--- src/hw/rtl/lcsr_pkg.sv ---
// Package for the LED cube serial refresh unit.
// Holds the shared constants, action codes, state type and controller command types.
// Used by lcsr_ctrl, lcsr_datapath and led_cube_serial_refresh_unit; depends on nothing.
package lcsr_pkg;

   // Cube geometry.
   localparam int CUBE_SIDE = 4;
   localparam int COORD_W   = 2;
   localparam int LAYER_PIX = CUBE_SIDE * CUBE_SIDE;
   localparam int PIXELS    = LAYER_PIX * CUBE_SIDE;
   localparam int PIX_IDX_W = 3 * COORD_W;
   localparam logic [COORD_W-1:0] LAYER_LAST = COORD_W'(CUBE_SIDE - 1);

   // Frame shifting. The shift register holds the frame without its start bit:
   // the 16 pixel bits and the one-hot layer select above them.
   localparam int SHIFT_W = LAYER_PIX + CUBE_SIDE;
   localparam int CNT_W   = 6;
   localparam logic [CNT_W-1:0] FRAME_LAST = CNT_W'(35);

   // Action codes of an input beat.
   localparam logic [1:0] ACT_WRITE = 2'd0;
   localparam logic [1:0] ACT_START = 2'd1;
   localparam logic [1:0] ACT_TICK  = 2'd2;

   // Refresh sequencer states.
   typedef enum logic [2:0] {
      ST_IDLE,
      ST_DATA_FRAME,
      ST_GAP_A,
      ST_CLEAR_FRAME,
      ST_GAP_B
   } state_type;

   // Commands from the controller to the datapath.
   typedef struct packed {
      logic                accept;
      logic                wr_pixel;
      logic                load_frame;
      logic                load_clear;
      logic                shift;
      logic [COORD_W-1:0]  layer;
      logic                clock_pulse;
      logic                enable_n;
      logic                busy;
      logic                done;
   } cmd_type;

   // Status from the datapath to the controller.
   typedef struct packed {
      logic hold;
   } status_type;

endpackage

--- src/hw/rtl/led_cube_serial_refresh_unit.sv ---
// LED cube serial refresh unit, top level.
// Instantiates lcsr_ctrl and lcsr_datapath; depends on lcsr_pkg.
//
// The unit keeps a 4x4x4 pixel map, all off after reset, and drives a serial LED driver
// one step per tick beat. Every input beat (write pixel, start refresh, tick) gives
// exactly one result beat, in the cycle after it is taken, and a new beat is taken every
// cycle while the result register is free or being emptied; the rate is set by that
// single result register. A full refresh takes 296 tick beats: for each of the four
// layers, a 36-bit data frame, an idle tick, a 36-bit clear frame and a second idle
// tick. Each layer's frame is taken from the pixel map on its first tick, so writes
// during a refresh show in later layers. Starts while busy are ignored.
module led_cube_serial_refresh_unit (
   input  logic                              clock,
   input  logic                              reset,
   input  logic                              req_valid,
   output logic                              req_stall,
   input  logic [1:0]                        req_action,
   input  logic [lcsr_pkg::COORD_W-1:0]      req_layer,
   input  logic [lcsr_pkg::COORD_W-1:0]      req_row,
   input  logic [lcsr_pkg::COORD_W-1:0]      req_column,
   input  logic                              req_lit,
   output logic                              rsp_valid,
   input  logic                              rsp_stall,
   output logic                              rsp_serial_data,
   output logic                              rsp_clock_pulse,
   output logic                              rsp_enable_n,
   output logic                              rsp_busy_res,
   output logic                              rsp_refresh_done
);

   lcsr_pkg::cmd_type      cmd;
   lcsr_pkg::status_type   status;

   // Refresh sequencer.
   lcsr_ctrl u_ctrl (
      .clock      (clock),
      .reset      (reset),
      .req_valid  (req_valid),
      .req_action (req_action),
      .status     (status),
      .req_stall  (req_stall),
      .cmd        (cmd)
   );

   // Pixel map, frame shifter and result register.
   lcsr_datapath u_datapath (
      .clock            (clock),
      .reset            (reset),
      .cmd              (cmd),
      .req_layer        (req_layer),
      .req_row          (req_row),
      .req_column       (req_column),
      .req_lit          (req_lit),
      .rsp_stall        (rsp_stall),
      .status           (status),
      .rsp_valid        (rsp_valid),
      .rsp_serial_data  (rsp_serial_data),
      .rsp_clock_pulse  (rsp_clock_pulse),
      .rsp_enable_n     (rsp_enable_n),
      .rsp_busy_res     (rsp_busy_res),
      .rsp_refresh_done (rsp_refresh_done)
   );

endmodule

--- src/hw/rtl/lcsr_ctrl.sv ---
// Refresh controller of the LED cube serial refresh unit.
// Sequences frames, gaps and layers and issues commands to the datapath.
// Depends on lcsr_pkg.
module lcsr_ctrl (
   input  logic                        clock,
   input  logic                        reset,
   input  logic                        req_valid,
   input  logic [1:0]                  req_action,
   input  lcsr_pkg::status_type        status,
   output logic                        req_stall,
   output lcsr_pkg::cmd_type           cmd
);

   lcsr_pkg::state_type                state_ff, state_in;
   logic [lcsr_pkg::CNT_W-1:0]         cnt_ff, cnt_in;
   logic [lcsr_pkg::COORD_W-1:0]       layer_ff, layer_in;
   logic                               accept;
   logic                               tick;
   logic                               start;
   logic                               cnt_last;

   // A beat is taken whenever the output register can take its result.
   assign req_stall = status.hold;
   assign accept    = req_valid && !status.hold;
   assign tick      = accept && (req_action == lcsr_pkg::ACT_TICK);
   assign start     = accept && (req_action == lcsr_pkg::ACT_START);
   assign cnt_last  = (cnt_ff == lcsr_pkg::FRAME_LAST);

   // Next state.
   always_comb begin
      state_in = state_ff;
      case (state_ff)
         lcsr_pkg::ST_IDLE: begin
            if (start) state_in = lcsr_pkg::ST_DATA_FRAME;
         end
         lcsr_pkg::ST_DATA_FRAME: begin
            if (tick && cnt_last) state_in = lcsr_pkg::ST_GAP_A;
         end
         lcsr_pkg::ST_GAP_A: begin
            if (tick) state_in = lcsr_pkg::ST_CLEAR_FRAME;
         end
         lcsr_pkg::ST_CLEAR_FRAME: begin
            if (tick && cnt_last) state_in = lcsr_pkg::ST_GAP_B;
         end
         lcsr_pkg::ST_GAP_B: begin
            if (tick) begin
               state_in = (layer_ff == lcsr_pkg::LAYER_LAST) ? lcsr_pkg::ST_IDLE
                                                             : lcsr_pkg::ST_DATA_FRAME;
            end
         end
         default: state_in = lcsr_pkg::ST_IDLE;
      endcase
   end

   // Bit and layer counters.
   always_comb begin
      cnt_in   = cnt_ff;
      layer_in = layer_ff;
      case (state_ff)
         lcsr_pkg::ST_IDLE: begin
            if (start) begin
               cnt_in   = '0;
               layer_in = '0;
            end
         end
         lcsr_pkg::ST_DATA_FRAME, lcsr_pkg::ST_CLEAR_FRAME: begin
            if (tick) cnt_in = cnt_last ? '0 : cnt_ff + 1'b1;
         end
         lcsr_pkg::ST_GAP_B: begin
            if (tick) begin
               layer_in = (layer_ff == lcsr_pkg::LAYER_LAST) ? '0 : layer_ff + 1'b1;
            end
         end
         default: begin
            cnt_in   = cnt_ff;
            layer_in = layer_ff;
         end
      endcase
   end

   // Commands to the datapath.
   always_comb begin
      cmd             = '0;
      cmd.accept      = accept;
      cmd.wr_pixel    = accept && (req_action == lcsr_pkg::ACT_WRITE);
      cmd.layer       = layer_ff;
      cmd.enable_n    = 1'b1;
      cmd.busy        = (state_ff != lcsr_pkg::ST_IDLE);
      case (state_ff)
         lcsr_pkg::ST_IDLE: begin
            if (start) cmd.busy = 1'b1;
         end
         lcsr_pkg::ST_DATA_FRAME: begin
            if (tick) begin
               cmd.load_frame  = (cnt_ff == '0);
               cmd.shift       = (cnt_ff != '0);
               cmd.clock_pulse = 1'b1;
               cmd.enable_n    = 1'b0;
            end
         end
         lcsr_pkg::ST_CLEAR_FRAME: begin
            if (tick) begin
               cmd.load_clear  = (cnt_ff == '0);
               cmd.shift       = (cnt_ff != '0);
               cmd.clock_pulse = 1'b1;
               cmd.enable_n    = 1'b0;
            end
         end
         lcsr_pkg::ST_GAP_B: begin
            cmd.done = tick && (layer_ff == lcsr_pkg::LAYER_LAST);
         end
         default: begin
            cmd.done = 1'b0;
         end
      endcase
   end

   // Registers.
   always_ff @(posedge clock) begin
      if (reset) begin
         state_ff <= lcsr_pkg::ST_IDLE;
         cnt_ff   <= '0;
         layer_ff <= '0;
      end else begin
         state_ff <= state_in;
         cnt_ff   <= cnt_in;
         layer_ff <= layer_in;
      end
   end

`ifndef SYNTHESIS
   // The refresh ends only on the last layer's closing gap tick.
   a_done_last_layer: assert property (@(posedge clock) disable iff (reset)
      cmd.done |-> (state_ff == lcsr_pkg::ST_GAP_B) && (layer_ff == lcsr_pkg::LAYER_LAST))
      else $error("refresh done outside the last layer gap");

   // A frame is loaded only on its first bit.
   a_load_first_bit: assert property (@(posedge clock) disable iff (reset)
      (cmd.load_frame || cmd.load_clear) |-> (cnt_ff == '0))
      else $error("frame load away from the first bit");

   // The bit counter is parked at zero outside the frames.
   a_cnt_parked: assert property (@(posedge clock) disable iff (reset)
      (state_ff == lcsr_pkg::ST_IDLE || state_ff == lcsr_pkg::ST_GAP_A ||
       state_ff == lcsr_pkg::ST_GAP_B) |-> (cnt_ff == '0))
      else $error("bit counter not parked between frames");

   // Finishing a refresh returns the sequencer to idle.
   a_done_to_idle: assert property (@(posedge clock) disable iff (reset)
      cmd.done |=> (state_ff == lcsr_pkg::ST_IDLE))
      else $error("sequencer not idle after refresh done");
`endif

endmodule

--- src/hw/rtl/lcsr_datapath.sv ---
// Datapath of the LED cube serial refresh unit.
// Holds the pixel map, the frame shift register and the result register.
// Depends on lcsr_pkg; driven by commands from lcsr_ctrl.
module lcsr_datapath (
   input  logic                              clock,
   input  logic                              reset,
   input  lcsr_pkg::cmd_type                 cmd,
   input  logic [lcsr_pkg::COORD_W-1:0]      req_layer,
   input  logic [lcsr_pkg::COORD_W-1:0]      req_row,
   input  logic [lcsr_pkg::COORD_W-1:0]      req_column,
   input  logic                              req_lit,
   input  logic                              rsp_stall,
   output lcsr_pkg::status_type              status,
   output logic                              rsp_valid,
   output logic                              rsp_serial_data,
   output logic                              rsp_clock_pulse,
   output logic                              rsp_enable_n,
   output logic                              rsp_busy_res,
   output logic                              rsp_refresh_done
);

   logic [lcsr_pkg::PIXELS-1:0]              pixel_ff, pixel_in;
   logic [lcsr_pkg::SHIFT_W-1:0]             shift_ff, shift_in;
   logic [lcsr_pkg::SHIFT_W-1:0]             frame_word;
   logic [lcsr_pkg::PIX_IDX_W-1:0]           wr_idx;
   logic [lcsr_pkg::PIX_IDX_W-1:0]           layer_base;
   logic [lcsr_pkg::CUBE_SIDE-1:0]           layer_sel;
   logic                                     data_bit;
   logic                                     rsp_valid_ff, rsp_valid_in;
   logic                                     serial_data_ff;
   logic                                     clock_pulse_ff;
   logic                                     enable_n_ff;
   logic                                     busy_res_ff;
   logic                                     refresh_done_ff;

   // Pixel map write: one bit at {layer, row, column}.
   assign wr_idx = {req_layer, req_row, req_column};

   always_comb begin
      pixel_in = pixel_ff;
      if (cmd.wr_pixel) pixel_in[wr_idx] = req_lit;
   end

   // Frame of the current layer, without its start bit.
   assign layer_base = {cmd.layer, {(lcsr_pkg::PIX_IDX_W - lcsr_pkg::COORD_W){1'b0}}};
   assign layer_sel  = lcsr_pkg::CUBE_SIDE'(1) << cmd.layer;
   assign frame_word = {layer_sel, pixel_ff[layer_base +: lcsr_pkg::LAYER_PIX]};

   // Frame shift register. The start bit goes out directly on a load.
   always_comb begin
      shift_in = shift_ff;
      if (cmd.load_frame) begin
         shift_in = frame_word;
      end else if (cmd.load_clear) begin
         shift_in = '0;
      end else if (cmd.shift) begin
         shift_in = shift_ff >> 1;
      end
   end

   always_comb begin
      if (cmd.load_frame || cmd.load_clear) begin
         data_bit = 1'b1;
      end else if (cmd.shift) begin
         data_bit = shift_ff[0];
      end else begin
         data_bit = 1'b0;
      end
   end

   // Result register: holds a beat until the receiver takes it.
   assign status.hold  = rsp_valid_ff && rsp_stall;
   assign rsp_valid_in = cmd.accept || status.hold;

   always_ff @(posedge clock) begin
      if (reset) begin
         pixel_ff     <= '0;
         shift_ff     <= '0;
         rsp_valid_ff <= 1'b0;
      end else begin
         pixel_ff     <= pixel_in;
         shift_ff     <= shift_in;
         rsp_valid_ff <= rsp_valid_in;
      end
   end

   always_ff @(posedge clock) begin
      if (cmd.accept) begin
         serial_data_ff  <= data_bit;
         clock_pulse_ff  <= cmd.clock_pulse;
         enable_n_ff     <= cmd.enable_n;
         busy_res_ff     <= cmd.busy;
         refresh_done_ff <= cmd.done;
      end
   end

   assign rsp_valid        = rsp_valid_ff;
   assign rsp_serial_data  = serial_data_ff;
   assign rsp_clock_pulse  = clock_pulse_ff;
   assign rsp_enable_n     = enable_n_ff;
   assign rsp_busy_res     = busy_res_ff;
   assign rsp_refresh_done = refresh_done_ff;

endmodule
--- config.mk ---
export PLATFORM = sky130hd
export DESIGN_NAME = led_cube_serial_refresh_unit
export DESIGN_NICKNAME = d
export VERILOG_FILES = /design/src/hw/rtl/lcsr_pkg.sv /design/src/hw/rtl/led_cube_serial_refresh_unit.sv /design/src/hw/rtl/lcsr_ctrl.sv /design/src/hw/rtl/lcsr_datapath.sv
export SDC_FILE = /design/constraint.sdc
export NUM_CORES = 1
export LEC_CHECK = 0
export ABC_AREA = 1
export BUFFER_PORTS_ARGS = -buffer_cell sky130_fd_sc_hd__buf_2
export CAP_MARGIN = 40
export CORE_MARGIN = 3
export CORE_UTILIZATION = 40
export CTS_BUF_LIST = sky130_fd_sc_hd__clkbuf_8
export DETAILED_ROUTE_END_ITERATION = 6
export GPL_TIMING_DRIVEN = 1
export PLACE_DENSITY = 0.63
export RECOVER_POWER = 100
export SLEW_MARGIN = 20
export SYNTH_ARGS = -nofsm -noshare
export SYNTH_HDL_FRONTEND = slang
export SYNTH_SLANG_ARGS = --single-unit
--- constraint.sdc ---
create_clock -name clock -period 2.6 [get_ports clock]
set_clock_uncertainty 0.1 [all_clocks]
set_input_delay 0.39 -clock clock [delete_from_list [all_inputs] [get_ports clock]]
set_output_delay 0.39 -clock clock [all_outputs]
set_load 0.05 [all_outputs]
==> results of run 1 <==
[per-layer routing]
layer	global-route usage [%]	vias to the layer above	share of wire (%)
li1	-	2494	-
met1	27.23	2273	48
met2	29.82	135	46
met3	4.288	18	4.8
met5	0	-	0
met4	5.798	0	1.5
[worst max-delay path by stage]
| stage | startpoint | to | slack (ns) |
|---|---|---|---|
| 2_1_floorplan | u_datapath.rsp_valid$_SDFF_PP0_ | u_datapath.pixel_ff[7]$_SDFFE_PP0P_ | 0.90 |
| 3_3_place_gp | req_action[0] | u_datapath.shift_ff[16]$_SDFFE_PP0P_ | 0.50 |
| 3_5_place_dp | req_action[0] | u_datapath.shift_ff[17]$_SDFFE_PP0P_ | 0.52 |
| 4_1_cts | u_ctrl.state_ff[0]$_SDFFE_PP0P_ | u_datapath.shift_ff[16]$_SDFFE_PP0P_ | 0.62 |
| 5_1_grt | u_ctrl.state_ff[1]$_SDFFE_PP0P_ | u_ctrl.layer_ff[0]$_SDFFE_PP0P_ | 0.27 |
| 6_report | u_ctrl.state_ff[1]$_SDFFE_PP0P_ | u_ctrl.state_ff[2]$_SDFFE_PP0P_ | 0.49 |
[power breakdown]
group          switching (mW)  internal, mW  total (mW)
clock                   0.570         0.470        1.04
combinational           0.729         0.278        1.01
sequential             0.0496          1.61        1.66
total                    1.35          2.36        3.71
[final cells by class]
type / count / area, um2 / area share (%)
well taps: 172 / 215.2 / 3.919
flip-flops and latches: 101 / 2072 / 37.73
multi-input cells: 532 / 2562 / 46.66
clock buffers: 10 / 137.6 / 2.506
repair buffers: 29 / 182.7 / 3.326
clock inverters: 6 / 62.56 / 1.139
inverters: 69 / 259.0 / 4.716
[cell families (layout without fill, tap and decap cells)]
group,after synthesis,in the layout,share of synthesized area [%]
buffers and inverters,124,114,10.25
adders and majority gates,6,6,1.444
AOI/OAI and AO/OA,211,211,21.56
DFF,101,101,39.86
and+or+nand+nor,314,314,26.72
xor gates and xnor gates,1,1,0.1685
[critical path, cell delays in order, from the launching register on]
cell	delay (ns)
dfxtp_1	0.39
inv_1	0.05
buf_4	0.20
nand2_1	0.13
nor2_1	0.08
o21ai_0	0.08
clkbuf_1	0.47
nand2_1	0.09
nor2_1	0.21
nand2_1	0.08
a21oi_1	0.15
[cells in the final DEF, fill, tap and decap left out, drive strengths merged, types with 12 or more instances in the layout]
cell type / Yosys / layout
nand2: 117 / 117
dfxtp: 96 / 96
a21oi: 90 / 90
clkbuf: 31 / 18
o21ai: 95 / 95
o21bai: 14 / 14
nor3: 44 / 44
inv: 67 / 69
o211ai: 12 / 12
nand3: 60 / 60
nor2: 82 / 82
buf: 24 / 21
[stage by stage]
stage	cell area, um2	utilization [%]	std cells
6_report	5492	43.34	919
5_1_grt	5492	43.34	919
4_1_cts	5535	43.69	919
3_5_place_dp	5335	42.11	903
3_3_place_gp	5335	42.11	903
2_1_floorplan	5199	-	757
[flip-flops by register name (all words and copies together), names as in the netlist]
register and count:
u_ctrl.cnt_ff 6, u_datapath.rsp_clock_pulse 1, u_datapath.rsp_enable_n 1, u_datapath.shift_ff 20, u_datapath.rsp_valid 1, u_datapath.pixel_ff 64
u_datapath.rsp_serial_data 1, u_ctrl.state_ff 3, u_datapath.rsp_busy_res 1, u_ctrl.layer_ff 2, u_datapath.rsp_refresh_done 1
==> run summary, run 1 <==
Via density - 5.354
Least-Margin Pin Slew - 0.6749 ns
Syn Nets - 776
Post-Synthesis Cell Area - 5199 um2
synth warn - 0
reg2reg start - u_ctrl.state_ff[1]$_SDFFE_PP0P_
count of cell types in the netlist - 29
CTS buffer count - 9
Hold Vio Cnt, Final - 0
min Tclk post-route - 2.115 ns
Synth top area share - 36.97%
GR Overflow Total - 0
max-cap violation count - 0
GPL Wtd Cong - 0.8065
Die W - 120.0 um
Final Max Slew Viols - 0
layout overhead on the synthesized area - 5.632%
# DRC - 0
area of the die - 14400 um2
# IOs - 20
NumNets Final - 761
hpwl dp - 8.850 mm
Filler Cell Count - 1321
post-synthesis async set-or-reset flop share - 0%
CTS resizes - 0
Hold Buf Count CTS - 0
Slew HR - 55.01%
htree depth - 3
clk_lat worst skew - 0.39 ns
Min-Delay Endpoint - u_datapath.rsp_valid$_SDFF_PP0_
critical path endpoint category - flop
Longest Clk Path Bufs - 2
Overall Global Routing Usage - 19.39%
Synth Register Bits - 101
Hold Crit Depth - 3
top-count cell post-synth - nand2_1
status - completed
TritonCTS clock tree - yes
CP Class - reg2reg
first-pass GRT wire length - 22.54 mm
Worst R2R Setup Slack - 0.49 ns
Routed Antenna Nets - 0
share of cells above drive strength 1 - 5.355%
post-CTS setup buffer count - 0
area leader, netlist - dfxtp_1
clock sinks - 101
Data required, critical path - 2.82 ns
IO Port Bufs - 19
Starting Density - 41.03%
Cells after Synth - 757
largest fanout on the critical path - 22
Vias - 4920
Post-Place Worst Slack - 0.5170 ns
initial antenna violation count - 0
row count - 41
ys flop type - dfxtp_1
overall power - 3.710 mW
drt initial violations - 487
crit path DAT - 2.34 ns
PwrDens - 675.6 nW/um2
final hold slack - 0.1299 ns
Register-to-Register Path Depth - 10
drt pass-1 iters - 6
vias in the first global route - 4381
Worst setup SP type - flop
Synth area leaders - dfxtp_1, o21ai_0, a21oi_1
final setup vio count - 0
Max rail drop VDD - 0.4334 mV
root buffer cell - clkbuf_8
reg2reg end - u_ctrl.state_ff[2]$_SDFFE_PP0P_
diode count - 0
slack of the critical path - 0.4852 ns
RSZ-0062 raised after global routing - no
LEAKAGE - 2.071 nW
largest net degree at the start of global routing - 64
period utilization - 81.34%
DR WL/cell - 14.64 um
number of flops mapped to enable cells by yosys - 5
Avg Inst Size Synth - 6.868 um2
Post-synth top cells - nand2_1, dfxtp_1, o21ai_0
clk slew on worst S/H paths - 0.10 ns
Peak Freq - 472.9 MHz
Seq/Total Area, Yosys - 39.86%
setup total negative slack - 0 ns
Die Ht - 120.0 um
hold crit path type - in2reg
Worst Hold Launch - req_valid
CORE AREA - 12670 um2
final WL - 13.46 mm
No activity file was read; power rests on OpenSTA's default activity.
==> inputs of run 2 (changes only) <==
--- a/config.mk
+++ b/config.mk
@@ -5,7 +5,7 @@
 export SDC_FILE = /design/constraint.sdc
 export NUM_CORES = 1
 export LEC_CHECK = 0
-export ABC_AREA = 1
+export ABC_AREA = 0
 export BUFFER_PORTS_ARGS = -buffer_cell sky130_fd_sc_hd__buf_2
 export CAP_MARGIN = 40
 export CORE_MARGIN = 3
@@ -13,7 +13,7 @@
 export CTS_BUF_LIST = sky130_fd_sc_hd__clkbuf_8
 export DETAILED_ROUTE_END_ITERATION = 6
 export GPL_TIMING_DRIVEN = 1
-export PLACE_DENSITY = 0.63
+export PLACE_DENSITY = 0.65
 export RECOVER_POWER = 100
 export SLEW_MARGIN = 20
 export SYNTH_ARGS = -nofsm -noshare
==> constraint.sdc (replaced) <==
create_clock -name clock -period 1.7 [get_ports clock]
set_clock_uncertainty 0.1 [all_clocks]
set_input_delay 0.255 -clock clock [delete_from_list [all_inputs] [get_ports clock]]
set_output_delay 0.255 -clock clock [all_outputs]
set_load 0.05 [all_outputs]
==> run 2 against run 1 <==
- the run now ends with setup timing left
- flip-flop and latch count unchanged
- clock-buffer cell count increased by 1
- register-to-register slack worse by 0.63 ns
- sequential power is 48% higher
- die area shrank 4.8%
- global-route usage decreased by 0.50 points
- largest cell class unchanged
- largest power group unchanged
==> run summary, run 2 <==
Overall Global Routing Usage - 18.89% (-0.50 points)
share of cells above drive strength 1 - 31.73% (+26 points)
largest fanout on the critical path - 8 (-64%)
reg2reg start - u_datapath.rsp_valid$_SDFF_PP0_
Logic pwr share - 12.0% (-15 points)
area leader, netlist - dfxtp_1
LEAKAGE - 2.102 nW (+1.5%)
min Tclk post-route - 1.845 ns (-0.2694 ns)
setup total negative slack - -1.888 ns (-1.888 ns)
Top reg by flops - u_datapath.pixel_ff
global route hottest layer - met2
Slew HR - 74.55% (+20 points)
Crit path max-delay family - simple AND/OR/NAND/NOR gates
Non-Filler Instances - 766 (-17%)
first-pass GRT wire length - 20.27 mm (-10%)
row count - 39 (-4.9%)
Cells after Synth - 556 (-27%)
# IOs - 20 (unchanged)
vias in the first global route - 4097 (-6.5%)
Seq/Total Area, Yosys - 41.97% (+2.1 points)
most frequent cells in the layout - nor2_1, dfxtp_1, nand2_1, a21oi_1, buf_4
CORE AREA - 11760 um2 (-7.2%)
RSZ-0062 raised after global routing - yes
violated checks - setup timing
initial antenna violation count - 0 (unchanged)
DR WL/cell - 16.37 um (+12%)
Filler Cell Count - 1065 (-19%)
htree depth - 3 (unchanged)
diode count - 0 (unchanged)
root buffer cell - clkbuf_8
slack of the critical path - -0.1454 ns (-0.6306 ns)
Max rail drop VDD - 0.5306 mV (+22%)
Largest regs - u_datapath.pixel_ff: 64 flops, u_datapath.shift_ff: 20 flops, u_ctrl.cnt_ff: 6 flops
ys flop type - dfxtp_1
Synth top area share - 38.93% (+2.0 points)
Synth Register Bits - 101 (unchanged)
Post-synth top cells - nor2_1, dfxtp_1, nand2_1
GR Overflow Total - 0 (unchanged)
GPL Wtd Cong - 0.7862 (-2.5%)
final WL - 12.54 mm (-6.8%)
Routed Antenna Nets - 0 (unchanged)
Finished Core Util - 52.98% (+9.6 points)
Net Sw Power - 1.263 mW (-6.3%)
max FFs per register - 64 (unchanged)
clk_lat worst skew - 0.38 ns (about the same)
Worst Hold Launch - rsp_stall
placed cells - 742 (-18%)
max-cap violation count - 0 (unchanged)
slowest cell on the critical path - or4b_4
PwrDens - 775.3 nW/um2 (+15%)
Clock Power Share - 37.3% (+9.3 points)
Sw Share - 26.14% (-10 points)
sequential power share - 50.7% (+5.9 points)
Starting Density - 41.98% (+0.95 points)
Die W - 117.1 um (-2.4%)
Final Max Slew Viols - 0 (unchanged)
Post-Place Worst Slack - -0.2110 ns (-0.7280 ns)
Hold Vio Cnt, Final - 0 (unchanged)
Pint - 3.568 mW (+51%)
CTS buffer count - 9 (unchanged)
count of cell types in the netlist - 47 (+62%)
hold crit path type - in2reg
largest net degree at the start of global routing - 53 (-17%)
post-synthesis async set-or-reset flop share - 0% (unchanged)
Synth area leaders - dfxtp_1, nor2_1, mux4_2
Syn Nets - 575 (-26%)
Post-Synthesis Cell Area - 4937 um2 (-5.0%)
critical path endpoint category - flop
Peak Freq - 541.9 MHz (+15%)
commonest non-fill, non-tap cell in the layout - nor2_1
met1 global-route usage - 23.23% (-4.0 points)
Longest Clk Path Bufs - 2 (unchanged)
Data required, critical path - 1.87 ns (-0.95 ns)
Worst setup SP type - flop
clk slew on worst S/H paths - 0.11 ns (about the same)
CP Cell Sequence - a21bo_4 -> or4b_4 -> nor2_4 -> mux2i_1 -> nor2_1
period utilization - 108.6% (+27 points)
IO Port Bufs - 19 (unchanged)
Avg Inst Size Synth - 8.880 um2 (+29%)
met3 Use GR - 3.650% (-0.64 points)
drt pass-1 iters - 5 (-1)
met2 usage - 33.22% (+3.4 points)
Vias - 4148 (-16%)
worst setup path startpoint - u_datapath.rsp_valid$_SDFF_PP0_
final hold slack - 0.1307 ns (+0.0008510 ns)
top-count cell post-synth - nor2_1
crit path DAT - 2.02 ns (-0.32 ns)
CP peak stage delay - 0.64 ns (+0.17 ns)
clock sinks - 101 (unchanged)
final setup vio count - 42 (+42)
# DRC - 0 (unchanged)
layout overhead on the synthesized area - 26.20%
hpwl dp - 7.950 mm (-10%)
Die Ht - 117.1 um (-2.4%)
CP Class - reg2reg
number of flops mapped to enable cells by yosys - 5 (unchanged)
TritonCTS clock tree - yes
NumNets Final - 616 (-19%)
Least-Margin Pin Slew - 0.3817 ns (-0.2932 ns)
Via density - 5.415 (+1.1%)
area of the die - 13710 um2 (-4.8%)
drt initial violations - 227 (-53%)
CP Buf/Inv Count - 0 (-3)
synth warn - 0 (unchanged)
status - finished with violations
==> run 2: timing repair <==
item,4_1_cts,5_1_grt
pin swaps,4,28
resized for setup,23,61
gates cloned,1,2
endpoints found under the setup margin,62,89
endpoints found under the hold margin,1,0
hold buffers,1,0
setup buffers,3,1
==> run 2: per-layer routing <==
layer	wire length (um)	up-vias
li1	-	2025
met1	5536	2010
met2	6296	91
met3	454	22
met4	249	0
met5	0	-
==> run 2: final timing paths <==
kind / end / slack (ns) / cells after the start
setup / recovery: u_datapath.pixel_ff[62]$_SDFFE_PP0P_ / -0.15 / 5
setup reg to reg: u_datapath.pixel_ff[62]$_SDFFE_PP0P_ / -0.15 / 5
hold / removal: u_datapath.rsp_valid$_SDFF_PP0_ / 0.13 / 4
hold reg to reg: u_datapath.shift_ff[19]$_SDFFE_PP0P_ / 0.38 / 2
==> run 2: area by class of cell <==
| class | count | area, um2 | share of cell area, % |
|---|---|---|---|
| Clock buffer | 11 | 151.4 | 2.430 |
| Clock inverter | 5 | 88.84 | 1.426 |
| Inverter | 7 | 33.78 | 0.5422 |
| Multi-Input combinational cell | 397 | 2887 | 46.33 |
| Sequential cell | 101 | 2082 | 33.41 |
| Tap cell | 164 | 205.2 | 3.293 |
| Timing Repair Buffer | 81 | 783.3 | 12.57 |
==> run 2: kinds of logic after synthesis <==
logic type / synth area share, %
buffers and inverters: 6.209
AND/OR/NAND/NOR: 22.68
AO/OA/AOI/OAI: 12.34
XOR/XNOR: 1.064
flip-flops: 41.97
adder cells (fa/ha/maj): 1.520
multiplexers: 14.22
==> run 2: power by group through the flow <==
| stage | clock, mW | sequential [mW] | combinational, mW |
|---|---|---|---|
| finish | 1.80 | 2.45 | 0.578 |
| global route | 1.93 | 2.46 | 0.624 |
| CTS | 1.85 | 2.45 | 0.500 |
| detailed placement | 0 | 2.50 | 0.479 |
| global placement | 0 | 2.50 | 0.468 |
| floorplan | 0 | 2.53 | 0.272 |
==> run 2: metrics by stage <==
step                cell area (um2)  power (mW)
detailed placement             5525       2.982
global placement               5525       2.968
CTS                            5904       4.800
floorplan                      5041       2.804
global route                   6231       5.013
finish                         6231       4.831
==> run 2: worst reg2reg max path: stages (launching register included) <==
cell and delay (ns):
dfxtp_4 0.36, a21bo_4 0.23, or4b_4 0.64, nor2_4 0.15, mux2i_1 0.21, nor2_1 0.06
